===== src/hdl/lnr_pkg.sv =====
// Shared constants for the row layer normalization block.
// No dependencies; used by layer_normalization_row.
`timescale 1ns / 1ps

package lnr_pkg;

    localparam int MAX_ROW_DEFAULT     = 128;
    localparam int SAMPLE_BITS_DEFAULT = 16;

    // configuration register indexes (byte address bit 2)
    localparam logic REG_ROW_PAIRS = 1'b0;
    localparam logic REG_EPSILON   = 1'b1;

    localparam logic [6:0]  ROW_PAIRS_RESET = 7'd64;
    localparam logic [15:0] EPSILON_RESET   = 16'd168;

    localparam int DIV_W      = 64;  // dividend / quotient width
    localparam int DSR_W      = 25;  // divisor width, holds the root
    localparam int ROOT_STEPS = 25;  // radicand < 2^50, two bits per step
    localparam int FRAC_SHIFT = 20;  // Q4.12 out from root with 8 extra fraction bits

endpackage


===== src/hdl/layer_normalization_row.sv =====
// Row layer normalization top level: row buffer, shared divider, square root unit.
// Depends on lnr_pkg.
`timescale 1ns / 1ps

// Requests carry two samples of one row; a row closes on last_of_row or when
// row_pairs pairs (clamped to 1..MAX_ROW/2) have arrived. Loading accepts one
// request per cycle. After the closing request the block stalls its input and
// runs: mean (serial divide), sum of squares (one pair at a time through one
// multiplier and one read port of the row memory), variance divide, root, then
// per pair a memory read and two divides, skipped when the root is zero. The
// last result sits in the output register while the next row loads. The row
// memory needs no clearing pass.
module layer_normalization_row #(
    parameter int MAX_ROW     = lnr_pkg::MAX_ROW_DEFAULT,
    parameter int SAMPLE_BITS = lnr_pkg::SAMPLE_BITS_DEFAULT
) (
    input  logic                          clk,
    input  logic                          rst_n,
    input  logic                          in_valid,
    output logic                          in_stall,
    input  logic signed [SAMPLE_BITS-1:0] sample_a,
    input  logic signed [SAMPLE_BITS-1:0] sample_b,
    input  logic                          last_of_row,
    output logic                          out_valid,
    input  logic                          out_stall,
    output logic signed [15:0]            norm_a,
    output logic signed [15:0]            norm_b,
    output logic                          out_last,
    input  logic                          psel,
    input  logic                          penable,
    input  logic                          pwrite,
    input  logic [2:0]                    paddr,
    input  logic [31:0]                   pwdata,
    output logic [31:0]                   prdata,
    output logic                          pready
);

    localparam int SB     = SAMPLE_BITS;
    localparam int PAIRS  = MAX_ROW / 2;
    localparam int PC_W   = $clog2(PAIRS + 1);
    localparam int AW     = (PAIRS > 1) ? $clog2(PAIRS) : 1;
    localparam int SUM_W  = SB + $clog2(MAX_ROW) + 1;
    localparam int MEAN_W = SB + 1;
    localparam int DIFF_W = SB + 2;
    localparam int DW     = lnr_pkg::DIV_W;
    localparam int SW     = lnr_pkg::DSR_W;

    typedef enum logic [15:0] {
        ST_LOAD      = 16'h0001,
        ST_MEAN_DIV  = 16'h0002,
        ST_SQ_RD     = 16'h0004,
        ST_SQ_DIF    = 16'h0008,
        ST_SQ_MULA   = 16'h0010,
        ST_SQ_MULB   = 16'h0020,
        ST_SQ_ACC    = 16'h0040,
        ST_VAR_SETUP = 16'h0080,
        ST_VAR_DIV   = 16'h0100,
        ST_ROOT      = 16'h0200,
        ST_OUT_RD    = 16'h0400,
        ST_OUT_DIF   = 16'h0800,
        ST_OUT_SETA  = 16'h1000,
        ST_A_DIV     = 16'h2000,
        ST_B_DIV     = 16'h4000,
        ST_OUT_EMIT  = 16'h8000
    } state_t;

    state_t state_reg, state_next;

    logic [6:0]  row_pairs_reg;
    logic [15:0] epsilon_reg;

    // row memory: one entry per pair, sample_a in the upper half
    logic [2*SB-1:0] row_mem [PAIRS];
    logic [2*SB-1:0] rd_data_reg;
    logic            rd_en;
    logic            wr_en;

    logic [PC_W-1:0]         pair_count_reg, pair_count_next;
    logic [PC_W-1:0]         pairs_reg, pairs_next;
    logic [PC_W-1:0]         idx_reg, idx_next;
    logic signed [SUM_W-1:0] sum_reg, sum_next;
    logic signed [MEAN_W-1:0] mean_reg, mean_next;
    logic signed [DIFF_W-1:0] diff_a_reg, diff_a_next, diff_b_reg, diff_b_next;
    logic [63:0]             prod_reg, prod_next;
    logic [63:0]             acc_reg, acc_next;
    logic [31:0]             var_reg, var_next;
    logic [SW-1:0]           root_reg, root_next;
    logic [15:0]             ya_reg, ya_next, yb_reg, yb_next;

    // shared serial divider
    logic [DW-1:0] div_dvd_reg, div_dvd_next;
    logic [SW-1:0] div_dsr_reg, div_dsr_next;
    logic [SW-1:0] div_rem_reg, div_rem_next;
    logic          div_neg_reg, div_neg_next;
    logic [5:0]    cnt_reg, cnt_next;

    // square root unit
    logic [49:0] sq_v_reg, sq_v_next;
    logic [25:0] sq_rem_reg, sq_rem_next;
    logic [SW-1:0] sq_root_reg, sq_root_next;

    logic              out_valid_reg, out_valid_next;
    logic [15:0]       norm_a_reg, norm_b_reg;
    logic              out_last_reg;
    logic              out_load;

    function automatic logic [DIFF_W-1:0] mag_of(input logic signed [DIFF_W-1:0] d);
        mag_of = d[DIFF_W-1] ? DIFF_W'(-d) : DIFF_W'(d);
    endfunction

    function automatic logic [63:0] sat_add64(input logic [63:0] a, input logic [63:0] b);
        logic [64:0] s;
        s = {1'b0, a} + {1'b0, b};
        sat_add64 = s[64] ? '1 : s[63:0];
    endfunction

    function automatic logic [15:0] sat16(input logic [DW-1:0] q, input logic neg);
        logic [DW-1:0] nq;
        nq = -q;
        if (!neg)
            sat16 = (q > DW'(32767)) ? 16'h7fff : q[15:0];
        else
            sat16 = (q > DW'(32768)) ? 16'h8000 : nq[15:0];
    endfunction

    // APB
    assign pready = 1'b1;
    logic cfg_wr;
    assign cfg_wr = psel && penable && pwrite;

    always_comb
    begin
        unique case (paddr[2])
            lnr_pkg::REG_ROW_PAIRS: prdata = {25'd0, row_pairs_reg};
            lnr_pkg::REG_EPSILON:   prdata = {16'd0, epsilon_reg};
            default:                prdata = '0;
        endcase
    end

    always_ff @(posedge clk or negedge rst_n)
    begin
        if (!rst_n)
        begin
            row_pairs_reg <= lnr_pkg::ROW_PAIRS_RESET;
            epsilon_reg   <= lnr_pkg::EPSILON_RESET;
        end
        else if (cfg_wr)
        begin
            unique case (paddr[2])
                lnr_pkg::REG_ROW_PAIRS: row_pairs_reg <= pwdata[6:0];
                lnr_pkg::REG_EPSILON:   epsilon_reg   <= pwdata[15:0];
                default:                row_pairs_reg <= row_pairs_reg;
            endcase
        end
    end

    // effective row limit
    logic [7:0]      limit;
    logic [PC_W-1:0] cnt_inc;
    logic            in_acc;
    logic            row_close;
    logic [SUM_W-1:0] sum_mag;

    always_comb
    begin
        if (row_pairs_reg == 7'd0)
            limit = 8'd1;
        else if ({1'b0, row_pairs_reg} > 8'(PAIRS))
            limit = 8'(PAIRS);
        else
            limit = {1'b0, row_pairs_reg};
    end

    assign in_stall  = (state_reg != ST_LOAD);
    assign in_acc    = in_valid && !in_stall;
    assign cnt_inc   = pair_count_reg + PC_W'(1);
    assign row_close = last_of_row || (8'(cnt_inc) >= limit);
    assign sum_mag   = sum_next[SUM_W-1] ? SUM_W'(-sum_next) : SUM_W'(sum_next);
    assign wr_en     = in_acc;
    assign rd_en     = (state_reg == ST_SQ_RD) || (state_reg == ST_OUT_RD);
    assign out_load  = (state_reg == ST_OUT_EMIT) && (!out_valid_reg || !out_stall);

    // datapath helpers
    logic [SW:0]     rem_sh;
    logic [SW:0]     rem_sub;
    logic            div_ge;
    logic [DW-1:0]   div_q;
    logic [27:0]     rt_sh;
    logic [27:0]     rt_trial;
    logic            rt_ge;
    logic [63:0]     mul_in;
    logic [63:0]     square;
    logic [DIFF_W-1:0] mag_a, mag_b;
    logic [32:0]     rad;
    logic            last_pair;

    assign rem_sh  = {div_rem_reg, div_dvd_reg[DW-1]};
    assign rem_sub = rem_sh - {1'b0, div_dsr_reg};
    assign div_ge  = rem_sh >= {1'b0, div_dsr_reg};
    assign div_q   = {div_dvd_reg[DW-2:0], div_ge};

    assign rt_sh    = {sq_rem_reg, sq_v_reg[49:48]};
    assign rt_trial = {1'b0, sq_root_reg, 2'b01};
    assign rt_ge    = rt_sh >= rt_trial;

    assign mag_a  = mag_of(diff_a_reg);
    assign mag_b  = mag_of(diff_b_reg);
    assign mul_in = (state_reg == ST_SQ_MULA) ? 64'(mag_a) : 64'(mag_b);
    assign square = (|mul_in[63:32]) ? '1 : mul_in[31:0] * mul_in[31:0];
    assign rad    = 33'(var_reg) + 33'(epsilon_reg);
    assign last_pair = (idx_reg + PC_W'(1)) == pairs_reg;

    always_comb
    begin
        state_next      = state_reg;
        pair_count_next = pair_count_reg;
        pairs_next      = pairs_reg;
        idx_next        = idx_reg;
        sum_next        = sum_reg;
        mean_next       = mean_reg;
        diff_a_next     = diff_a_reg;
        diff_b_next     = diff_b_reg;
        prod_next       = prod_reg;
        acc_next        = acc_reg;
        var_next        = var_reg;
        root_next       = root_reg;
        ya_next         = ya_reg;
        yb_next         = yb_reg;
        div_dvd_next    = div_dvd_reg;
        div_dsr_next    = div_dsr_reg;
        div_rem_next    = div_rem_reg;
        div_neg_next    = div_neg_reg;
        cnt_next        = cnt_reg;
        sq_v_next       = sq_v_reg;
        sq_rem_next     = sq_rem_reg;
        sq_root_next    = sq_root_reg;

        if (in_acc)
            sum_next = sum_reg + SUM_W'(sample_a) + SUM_W'(sample_b);

        // divider steps in every divide state
        if ((state_reg == ST_MEAN_DIV) || (state_reg == ST_VAR_DIV) ||
            (state_reg == ST_A_DIV) || (state_reg == ST_B_DIV))
        begin
            div_dvd_next = div_q;
            div_rem_next = div_ge ? rem_sub[SW-1:0] : rem_sh[SW-1:0];
            cnt_next     = cnt_reg + 6'd1;
        end

        unique case (state_reg)
            ST_LOAD:
            begin
                if (in_acc)
                begin
                    if (row_close)
                    begin
                        pairs_next      = cnt_inc;
                        pair_count_next = '0;
                        div_dvd_next    = DW'(sum_mag) + DW'(cnt_inc);
                        div_dsr_next    = SW'({cnt_inc, 1'b0});
                        div_rem_next    = '0;
                        div_neg_next    = sum_next[SUM_W-1];
                        cnt_next        = '0;
                        state_next      = ST_MEAN_DIV;
                    end
                    else
                    begin
                        pair_count_next = cnt_inc;
                    end
                end
            end
            ST_MEAN_DIV:
            begin
                if (cnt_reg == 6'(DW - 1))
                begin
                    mean_next  = div_neg_reg ? MEAN_W'(-div_q) : MEAN_W'(div_q);
                    sum_next   = '0;
                    idx_next   = '0;
                    acc_next   = '0;
                    state_next = ST_SQ_RD;
                end
            end
            ST_SQ_RD:
            begin
                state_next = ST_SQ_DIF;
            end
            ST_SQ_DIF, ST_OUT_DIF:
            begin
                diff_a_next = DIFF_W'($signed(rd_data_reg[2*SB-1:SB])) - DIFF_W'(mean_reg);
                diff_b_next = DIFF_W'($signed(rd_data_reg[SB-1:0])) - DIFF_W'(mean_reg);
                state_next  = (state_reg == ST_SQ_DIF) ? ST_SQ_MULA : ST_OUT_SETA;
            end
            ST_SQ_MULA:
            begin
                prod_next  = square;
                state_next = ST_SQ_MULB;
            end
            ST_SQ_MULB:
            begin
                acc_next   = sat_add64(acc_reg, prod_reg);
                prod_next  = square;
                state_next = ST_SQ_ACC;
            end
            ST_SQ_ACC:
            begin
                acc_next = sat_add64(acc_reg, prod_reg);
                if (last_pair)
                    state_next = ST_VAR_SETUP;
                else
                begin
                    idx_next   = idx_reg + PC_W'(1);
                    state_next = ST_SQ_RD;
                end
            end
            ST_VAR_SETUP:
            begin
                div_dvd_next = sat_add64(acc_reg, 64'(pairs_reg));
                div_dsr_next = SW'({pairs_reg, 1'b0});
                div_rem_next = '0;
                cnt_next     = '0;
                state_next   = ST_VAR_DIV;
            end
            ST_VAR_DIV:
            begin
                if (cnt_reg == 6'(DW - 1))
                begin
                    var_next     = (|div_q[63:32]) ? 32'hffff_ffff : div_q[31:0];
                    cnt_next     = '0;
                    state_next   = ST_ROOT;
                end
            end
            ST_ROOT:
            begin
                // var_reg is settled here; radicand loads on the first step
                if (cnt_reg == 6'd0)
                begin
                    sq_v_next    = {1'b0, rad, 16'd0};
                    sq_rem_next  = '0;
                    sq_root_next = '0;
                    cnt_next     = 6'd1;
                end
                else
                begin
                    sq_v_next    = {sq_v_reg[47:0], 2'b00};
                    sq_rem_next  = rt_ge ? 26'(rt_sh - rt_trial) : 26'(rt_sh);
                    sq_root_next = {sq_root_reg[SW-2:0], rt_ge};
                    cnt_next     = cnt_reg + 6'd1;
                    if (cnt_reg == 6'(lnr_pkg::ROOT_STEPS))
                    begin
                        root_next  = {sq_root_reg[SW-2:0], rt_ge};
                        idx_next   = '0;
                        state_next = ST_OUT_RD;
                    end
                end
            end
            ST_OUT_RD:
            begin
                state_next = ST_OUT_DIF;
            end
            ST_OUT_SETA:
            begin
                if (root_reg == '0)
                begin
                    ya_next    = '0;
                    yb_next    = '0;
                    state_next = ST_OUT_EMIT;
                end
                else
                begin
                    div_dvd_next = (DW'(mag_a) << lnr_pkg::FRAC_SHIFT) + DW'(root_reg >> 1);
                    div_dsr_next = root_reg;
                    div_rem_next = '0;
                    div_neg_next = diff_a_reg[DIFF_W-1];
                    cnt_next     = '0;
                    state_next   = ST_A_DIV;
                end
            end
            ST_A_DIV:
            begin
                if (cnt_reg == 6'(DW - 1))
                begin
                    ya_next      = sat16(div_q, div_neg_reg);
                    div_dvd_next = (DW'(mag_b) << lnr_pkg::FRAC_SHIFT) + DW'(root_reg >> 1);
                    div_rem_next = '0;
                    div_neg_next = diff_b_reg[DIFF_W-1];
                    cnt_next     = '0;
                    state_next   = ST_B_DIV;
                end
            end
            ST_B_DIV:
            begin
                if (cnt_reg == 6'(DW - 1))
                begin
                    yb_next    = sat16(div_q, div_neg_reg);
                    state_next = ST_OUT_EMIT;
                end
            end
            ST_OUT_EMIT:
            begin
                if (out_load)
                begin
                    if (last_pair)
                        state_next = ST_LOAD;
                    else
                    begin
                        idx_next   = idx_reg + PC_W'(1);
                        state_next = ST_OUT_RD;
                    end
                end
            end
            default:
            begin
                state_next = ST_LOAD;
            end
        endcase
    end

    always_comb
    begin
        if (out_load)
            out_valid_next = 1'b1;
        else if (!out_stall)
            out_valid_next = 1'b0;
        else
            out_valid_next = out_valid_reg;
    end

    always_ff @(posedge clk or negedge rst_n)
    begin
        if (!rst_n)
        begin
            state_reg      <= ST_LOAD;
            pair_count_reg <= '0;
            sum_reg        <= '0;
            cnt_reg        <= '0;
            out_valid_reg  <= 1'b0;
        end
        else
        begin
            state_reg      <= state_next;
            pair_count_reg <= pair_count_next;
            sum_reg        <= sum_next;
            cnt_reg        <= cnt_next;
            out_valid_reg  <= out_valid_next;
        end
    end

    always_ff @(posedge clk)
    begin
        pairs_reg   <= pairs_next;
        idx_reg     <= idx_next;
        mean_reg    <= mean_next;
        diff_a_reg  <= diff_a_next;
        diff_b_reg  <= diff_b_next;
        prod_reg    <= prod_next;
        acc_reg     <= acc_next;
        var_reg     <= var_next;
        root_reg    <= root_next;
        ya_reg      <= ya_next;
        yb_reg      <= yb_next;
        div_dvd_reg <= div_dvd_next;
        div_dsr_reg <= div_dsr_next;
        div_rem_reg <= div_rem_next;
        div_neg_reg <= div_neg_next;
        sq_v_reg    <= sq_v_next;
        sq_rem_reg  <= sq_rem_next;
        sq_root_reg <= sq_root_next;
        if (out_load)
        begin
            norm_a_reg   <= ya_reg;
            norm_b_reg   <= yb_reg;
            out_last_reg <= last_pair;
        end
    end

    // row memory ports
    always_ff @(posedge clk)
    begin
        if (wr_en)
            row_mem[pair_count_reg[AW-1:0]] <= {sample_a, sample_b};
    end

    always_ff @(posedge clk)
    begin
        if (rd_en)
            rd_data_reg <= row_mem[idx_reg[AW-1:0]];
    end

    assign out_valid = out_valid_reg;
    assign norm_a    = norm_a_reg;
    assign norm_b    = norm_b_reg;
    assign out_last  = out_last_reg;

endmodule


===== config.mk =====
export PLATFORM = sky130hd
export DESIGN_NAME = layer_normalization_row
export DESIGN_NICKNAME = d
export VERILOG_FILES = /design/src/hdl/lnr_pkg.sv /design/src/hdl/layer_normalization_row.sv
export SDC_FILE = /design/constraint.sdc
export NUM_CORES = 2
export LEC_CHECK = 0
export BUFFER_PORTS_ARGS = -buffer_cell sky130_fd_sc_hd__clkbuf_2
export CORE_MARGIN = 3
export CORE_UTILIZATION = 60
export DETAILED_ROUTE_END_ITERATION = 8
export GPL_TIMING_DRIVEN = 0
export HOLD_SLACK_MARGIN = 0.02
export MAX_ROUTING_LAYER = met4
export PLACE_DENSITY = 0.75
export SLEW_MARGIN = 15
export SYNTH_ARGS = -nofsm -noshare
export SYNTH_HDL_FRONTEND = slang
export SYNTH_SLANG_ARGS = --single-unit

===== constraint.sdc =====
create_clock -name clk -period 9.6 [get_ports clk]
set_clock_uncertainty 0.1 [all_clocks]
set_input_delay 1.92 -clock clk [delete_from_list [all_inputs] [get_ports clk]]
set_output_delay 1.92 -clock clk [all_outputs]
set_load 0.1 [all_outputs]

# Yosys cells after proc, flatten, opt, wreduce, memory -nomap -nowiden
# Memory sizes are Yosys's and may differ from the RTL's. A register that Yosys moved wholly into a read port is not among the register bits.
# Cells that the tools add are included.
# totals
regBits	610
latch_bits	0
ram_bits	2048
romBits	0
out_inout_bits	68
elab_cells	210
mem_count	1
# classes
n_addsub	19
n_mul	1
div	0
n_lt_le_gt_ge	6
eq_ne	32
n_shift	0
muxes	78
n_bitwise	2
reduce_logical	42
# mem_list
memory	depth	width	read_ports	rd_ports_with_merged_regs	wr	line	rtl
row_mem	64	32	1	1	1	layer_normalization_row.sv:73	logic [2*SB-1:0] row_mem [PAIRS];
# op_table
cell	n
64-bit two-way mux	8
64-bit one-hot mux with 4 select lines	1
16-bit two-way mux	15
16-bit one-hot mux with 15 select lines	1
25-bit two-way mux	9
64-bit one-hot mux with 2 select lines	1
25-bit one-hot mux with 4 select lines	1
24-bit two-way mux	4
38-bit by 24-bit adder with 39-bit output	2
25-bit one-hot mux with 3 select lines	1
64-bit by 64-bit adder with 65-bit output	1
64-bit by 7-bit adder with 65-bit output	1
64-bit by 15-bit greater-than comparator with 1-bit output (second input constant)	1
64-bit by 16-bit greater-than comparator with 1-bit output (second input constant)	1
16-bit one-hot mux with 2 select lines	2
32-bit one-hot mux with 2 select lines	1
7-bit two-way mux	8
18-bit two-way mux	3
49-bit two-way mux	1
24-bit by 16-bit adder with 24-bit output	2
18-bit by 18-bit multiplier with 36-bit output	1
6-bit two-way mux	6
18-bit negation	2
16-bit by 17-bit subtractor with 18-bit output	2
61 further kinds	105

# Longest topological paths before layout
# logic_depth
word_depth	12
ltp_mapped	37
ltp_nobuf	35

# Worst setup path after synthesis
# OpenSTA, ideal clock, no wires.
# synth_path
path_type	register -> register
from	register diff_a_reg[7]
to	register prod_reg[32], data pin
setup_time_ps	258
t_arrival_ps	8060
required_time_ps	9242
setup_slack_ps	1182
path_stages_with_launch	35
n_path_buf	2
period_less_slack_ps	8418
cell_sequence	edfxtp_1 clkbuf_1 or3_1 or2_2 or3_1 or3_1 o31ai_1 xor2_1 nand2_1 o21ai_0 inv_1 clkbuf_1 nand2_1 inv_1 fa_1 inv_1 fa_1 inv_1 fa_1 fa_1 fa_1 inv_1 fa_1 inv_1 ha_1 o21a_1 o211ai_1 a211o_1 a31oi_1 a31o_2 a21oi_1 o21ai_0 a21o_1 a21oi_1 xnor2_1
# synth_via
elab_chain_cells	4
# synth_lines
element	line	rtl
from (decl)	layer_normalization_row.sv:83	logic signed [DIFF_W-1:0] diff_a_reg, diff_a_next, diff_b_reg, diff_b_next;
from (signal assigned)	layer_normalization_row.sv:453	diff_a_reg <= diff_a_next;
18-bit negation	layer_normalization_row.sv:108	mag_of = d[DIFF_W-1] ? DIFF_W'(-d) : DIFF_W'(d);
18-bit two-way mux (*)	layer_normalization_row.sv:108	
18-bit two-way mux (*)	layer_normalization_row.sv:208	assign mul_in = (state_reg == ST_SQ_MULA) ? 64'(mag_a) : 64'(mag_b);
18-bit by 18-bit multiplier with 36-bit output (*)	layer_normalization_row.sv:209	assign square = (|mul_in[63:32]) ? '1 : mul_in[31:0] * mul_in[31:0];
to (signal assigned)	layer_normalization_row.sv:455	prod_reg <= prod_next;
to (decl)	layer_normalization_row.sv:84	logic [63:0] prod_reg, prod_next;
# Mark *: on every way between the ends. The rest lies on a longest branch, timed or not.
# A chain may end at the register's enable or synchronous reset.

# Worst setup path after layout
# layout_path
from	register state_reg[7]
to	register prod_reg[35], data pin
# layout_via
elab_chain_cells	3
# layout_lines
element	line	rtl
from (decl)	layer_normalization_row.sv:67	state_t state_reg, state_next;
from (signal assigned)	layer_normalization_row.sv:440	state_reg <= state_next;
16-bit by 5-bit equality test with 1-bit output	layer_normalization_row.sv:208	
18-bit two-way mux	layer_normalization_row.sv:208	
18-bit by 18-bit multiplier with 36-bit output	layer_normalization_row.sv:209	
# Every way passes these cells.

==> results.json <==
{
  "hold_buffers": 0,
  "clk_latency_ns": 0.96,
  "tightestPinTransition_ns": 1.34,
  "port-buffer-count": 106,
  "io_pins": 143,
  "grt_pass1_vias": 76200,
  "cp_slowest_stage_delay_ns": 0.53,
  "wl_per_cell_um": 33.6,
  "crit_family": "adder cells",
  "placed_area_mm2": 0.131,
  "clkTransAtPathRegs_ns": 0.06,
  "stdcell_area_mm2": 0.140,
  "synth_cell_types": 106,
  "worstPathMaxFanout": 10,
  "htree_levels": 5,
  "fp.coreArea_mm2": 0.205,
  "gr-total-overflow": 0,
  "synthTopCellsByArea": "edfxtp_1 60%, mux4_2 12%, fa_1 4.1%",
  "ys.flop_type": "edfxtp_1",
  "finalMaxSlewViolations": 0,
  "ys_seq_area_share_pct": 63.0,
  "cts_buffer_depth": 4,
  "cp.arrival_ns": 9.68,
  "avgSynthCellArea_um2": 15.7,
  "seqPwrFrac_pct": 50.9,
  "p_total_mw": 25.4,
  "multiInputGateArea_mm2": 0.0432,
  "period_needed_ns": 9.17,
  "synth_cells": 7895,
  "period_share_pct": 95.5,
  "p_per_area_mw_per_mm2": 181,
  "dp_cells": 10800,
  "clkPwrFrac_pct": 42.8,
  "numCtsBuffers": 283,
  "p_leak_nw": 48.2,
  "max_freq_mhz": 109,
  "crit_cells": 31,
  "worstSetupStartpointType": "register",
  "p_sw_share_pct": 23.0,
  "power.switching_mw": 5.84,
  "cts-root-buf": "clkbuf_16",
  "dp_slack_ns": -1.16,
  "initial_core_util_pct": 60.5,
  "reg2reg_slack_ns": 0.43,
  "cts_tree": "yes",
  "synth_warnings": 0,
  "areaGrowthSynthToFinish_pct": 13.0,
  "crit_type": "reg -> reg",
  "final_antenna_net_count": 0,
  "grt_max_degree": 90,
  "rr_startpoint": "state_reg[7]",
  "finalSetupViolations": 0,
  "dpl.hpwl_um": 246000,
  "largest_reg_flops": 2048,
  "hold_class": "reg -> reg",
  "synthArstFlopShare_pct": 2.91,
  "max_slew_margin_pct": 10.7,
  "final-seq-area_mm2": 0.0782,
  "synth_edf_count": 2479,
  "drt_pass1_iterations": 8,
  "die_w_um": 461,
  "synthTopCellsByCount": "2479 x edfxtp_1, 662 x mux4_2, 541 x inv_1, 522 x nor2_1, 478 x nand2_1",
  "setup_slack_ns": 0.430,
  "drcViolationCount": 0,
  "routed-via-count": 76600,
  "rows": 166,
  "grt_pass1_wl_um": 546000,
  "critical_path.endpoint": "prod_reg[35]",
  "slowest_stage": "fa_1",
  "hold_violations": 0,
  "synth_top_area_cell": "edfxtp_1",
  "ys_seq_elements": 2645,
  "comb_power_share_pct": 6.3,
  "place_congestion": 1.03,
  "stdcell_count": 11300,
  "synth_most_common_cell": "edfxtp_1",
  "internal-power_mw": 19.6,
  "layout-drive-gt1-share_pct": 17.8,
  "max_cap_viol_count": 0,
  "end_kind": "register",
  "worstRegToRegCells": 31,
  "finalNetCount": 9053,
  "fillCellCount": 12900,
  "startpoint": "state_reg[7]",
  "outcome": "finished clean",
  "clock_sinks": 2645,
  "grt_antenna_before_repair": 29,
  "r2r_end": "prod_reg[35]",
  "syn-cell-area_mm2": 0.124,
  "wl_um": 380000,
  "vdd_drop_max_mv": 0.223,
  "drtIter0Drc": 10700,
  "die_y_um": 461,
  "grt_util_all_layers_pct": 37.4,
  "die_area_mm2": 0.212,
  "path_buf_inv": 7,
  "yosys.area.top_type_share_pct": 60.0,
  "critical_path_required_ns": 10.11,
  "timing.hold.ws_ns": 0.286,
  "vias_per_cell": 6.76
}
area by class of cell:
type / count / share of cell area, %
well taps: 2688 / 2.40
inverters: 548 / 1.49
plain buffers: 351 / 1.05
flip-flops and latches: 2645 / 55.7
clock buffers: 355 / 5.41
diodes: 26 / 0.0464
repair buffers: 212 / 2.10
clock inverters: 133 / 0.962
multi-input cells: 4376 / 30.8
power by group through the flow:
stage / Sequential, mW / Combinational (mW) / Clock [mW]
after floorplan: 13.1 / 1.10 / 0
after global placement: 13.2 / 1.48 / 0
after detailed placement: 13.2 / 1.54 / 0
after CTS: 12.9 / 1.56 / 10.9
after global routing: 12.9 / 1.73 / 11.3
final: 12.9 / 1.59 / 10.9
placed cells by master, fill, tap and decap left out, types with 44 or more instances in the layout:
cell type / instances
dfxtp_1: 89
a21oi_1: 285
edfxtp_1: 2479
nand2_1: 478
mux4_2: 662
nor3_1: 68
clkbuf_1: 284
or3_1: 74
xor2_1: 149
inv_1: 541
clkbuf_2: 99
nand3_1: 84
ha_1: 308
mux2i_1: 88
buf_1: 53
nor2_4: 65
clkinv_2: 46
and2_1: 73
a21o_1: 89
fa_1: 253
nor2_1: 453
dfrtp_1: 72
o21ai_0: 257
buf_12: 50
xnor2_1: 208
buf_16: 44
clkbuf_16: 292
and3_1: 59
worst min-delay path by stage:
stage               startpoint  cells after the start          to
floorplan            ya_reg[0]                      0   norm_a[0]
global placement     ya_reg[1]                      0   norm_a[1]
detailed placement  ya_reg[14]                      0  norm_a[14]
CTS                  yb_reg[3]                      0   norm_b[3]
global route        ya_reg[11]                      0  norm_a[11]
finish              ya_reg[11]                      0  norm_a[11]
cells by family (layout without fill, tap and decap cells):
kind of cell | count (synthesis) | count (layout) | synth area share (%)
AOI/OAI and AO/OA | 1030 | 1030 | 5.27
xor gates and xnor gates | 357 | 357 | 2.52
adders and majority gates | 561 | 561 | 7.19
buffers and inverters | 902 | 1599 | 2.82
DFF | 2645 | 2645 | 63.0
muxes | 799 | 799 | 13.2
other | 2 | 56 | 0.00605
and+or+nand+nor | 1599 | 1599 | 6.03
stage by stage:
stage | TNS [ns] | util (%)
global placement | -74.89 | 62.4
detailed placement | -10.28 | 63.8
floorplan | 0 | -
global route | -0.0166 | 68.3
CTS | 0 | 68.2
finish | 0 | 68.3
what timing repair did:
item,CTS,global route
gates resized for setup,18,45
cloned,0,0
pin swaps,0,2
endpoints found under the setup margin,16,12
buffers inserted,0,6
metal layers:
layer  global-route usage (%)  vias to the layer above  part of all wire (%)
met1                     45.8                    38500                    34
met3                     7.93                     1290                    10
met4                     21.4                        0                   7.2
met5                        -                        -                     0
li1                         -                    31200                     -
met2                     58.3                     5601                    48
No activity file was read; power rests on OpenSTA's default activity.
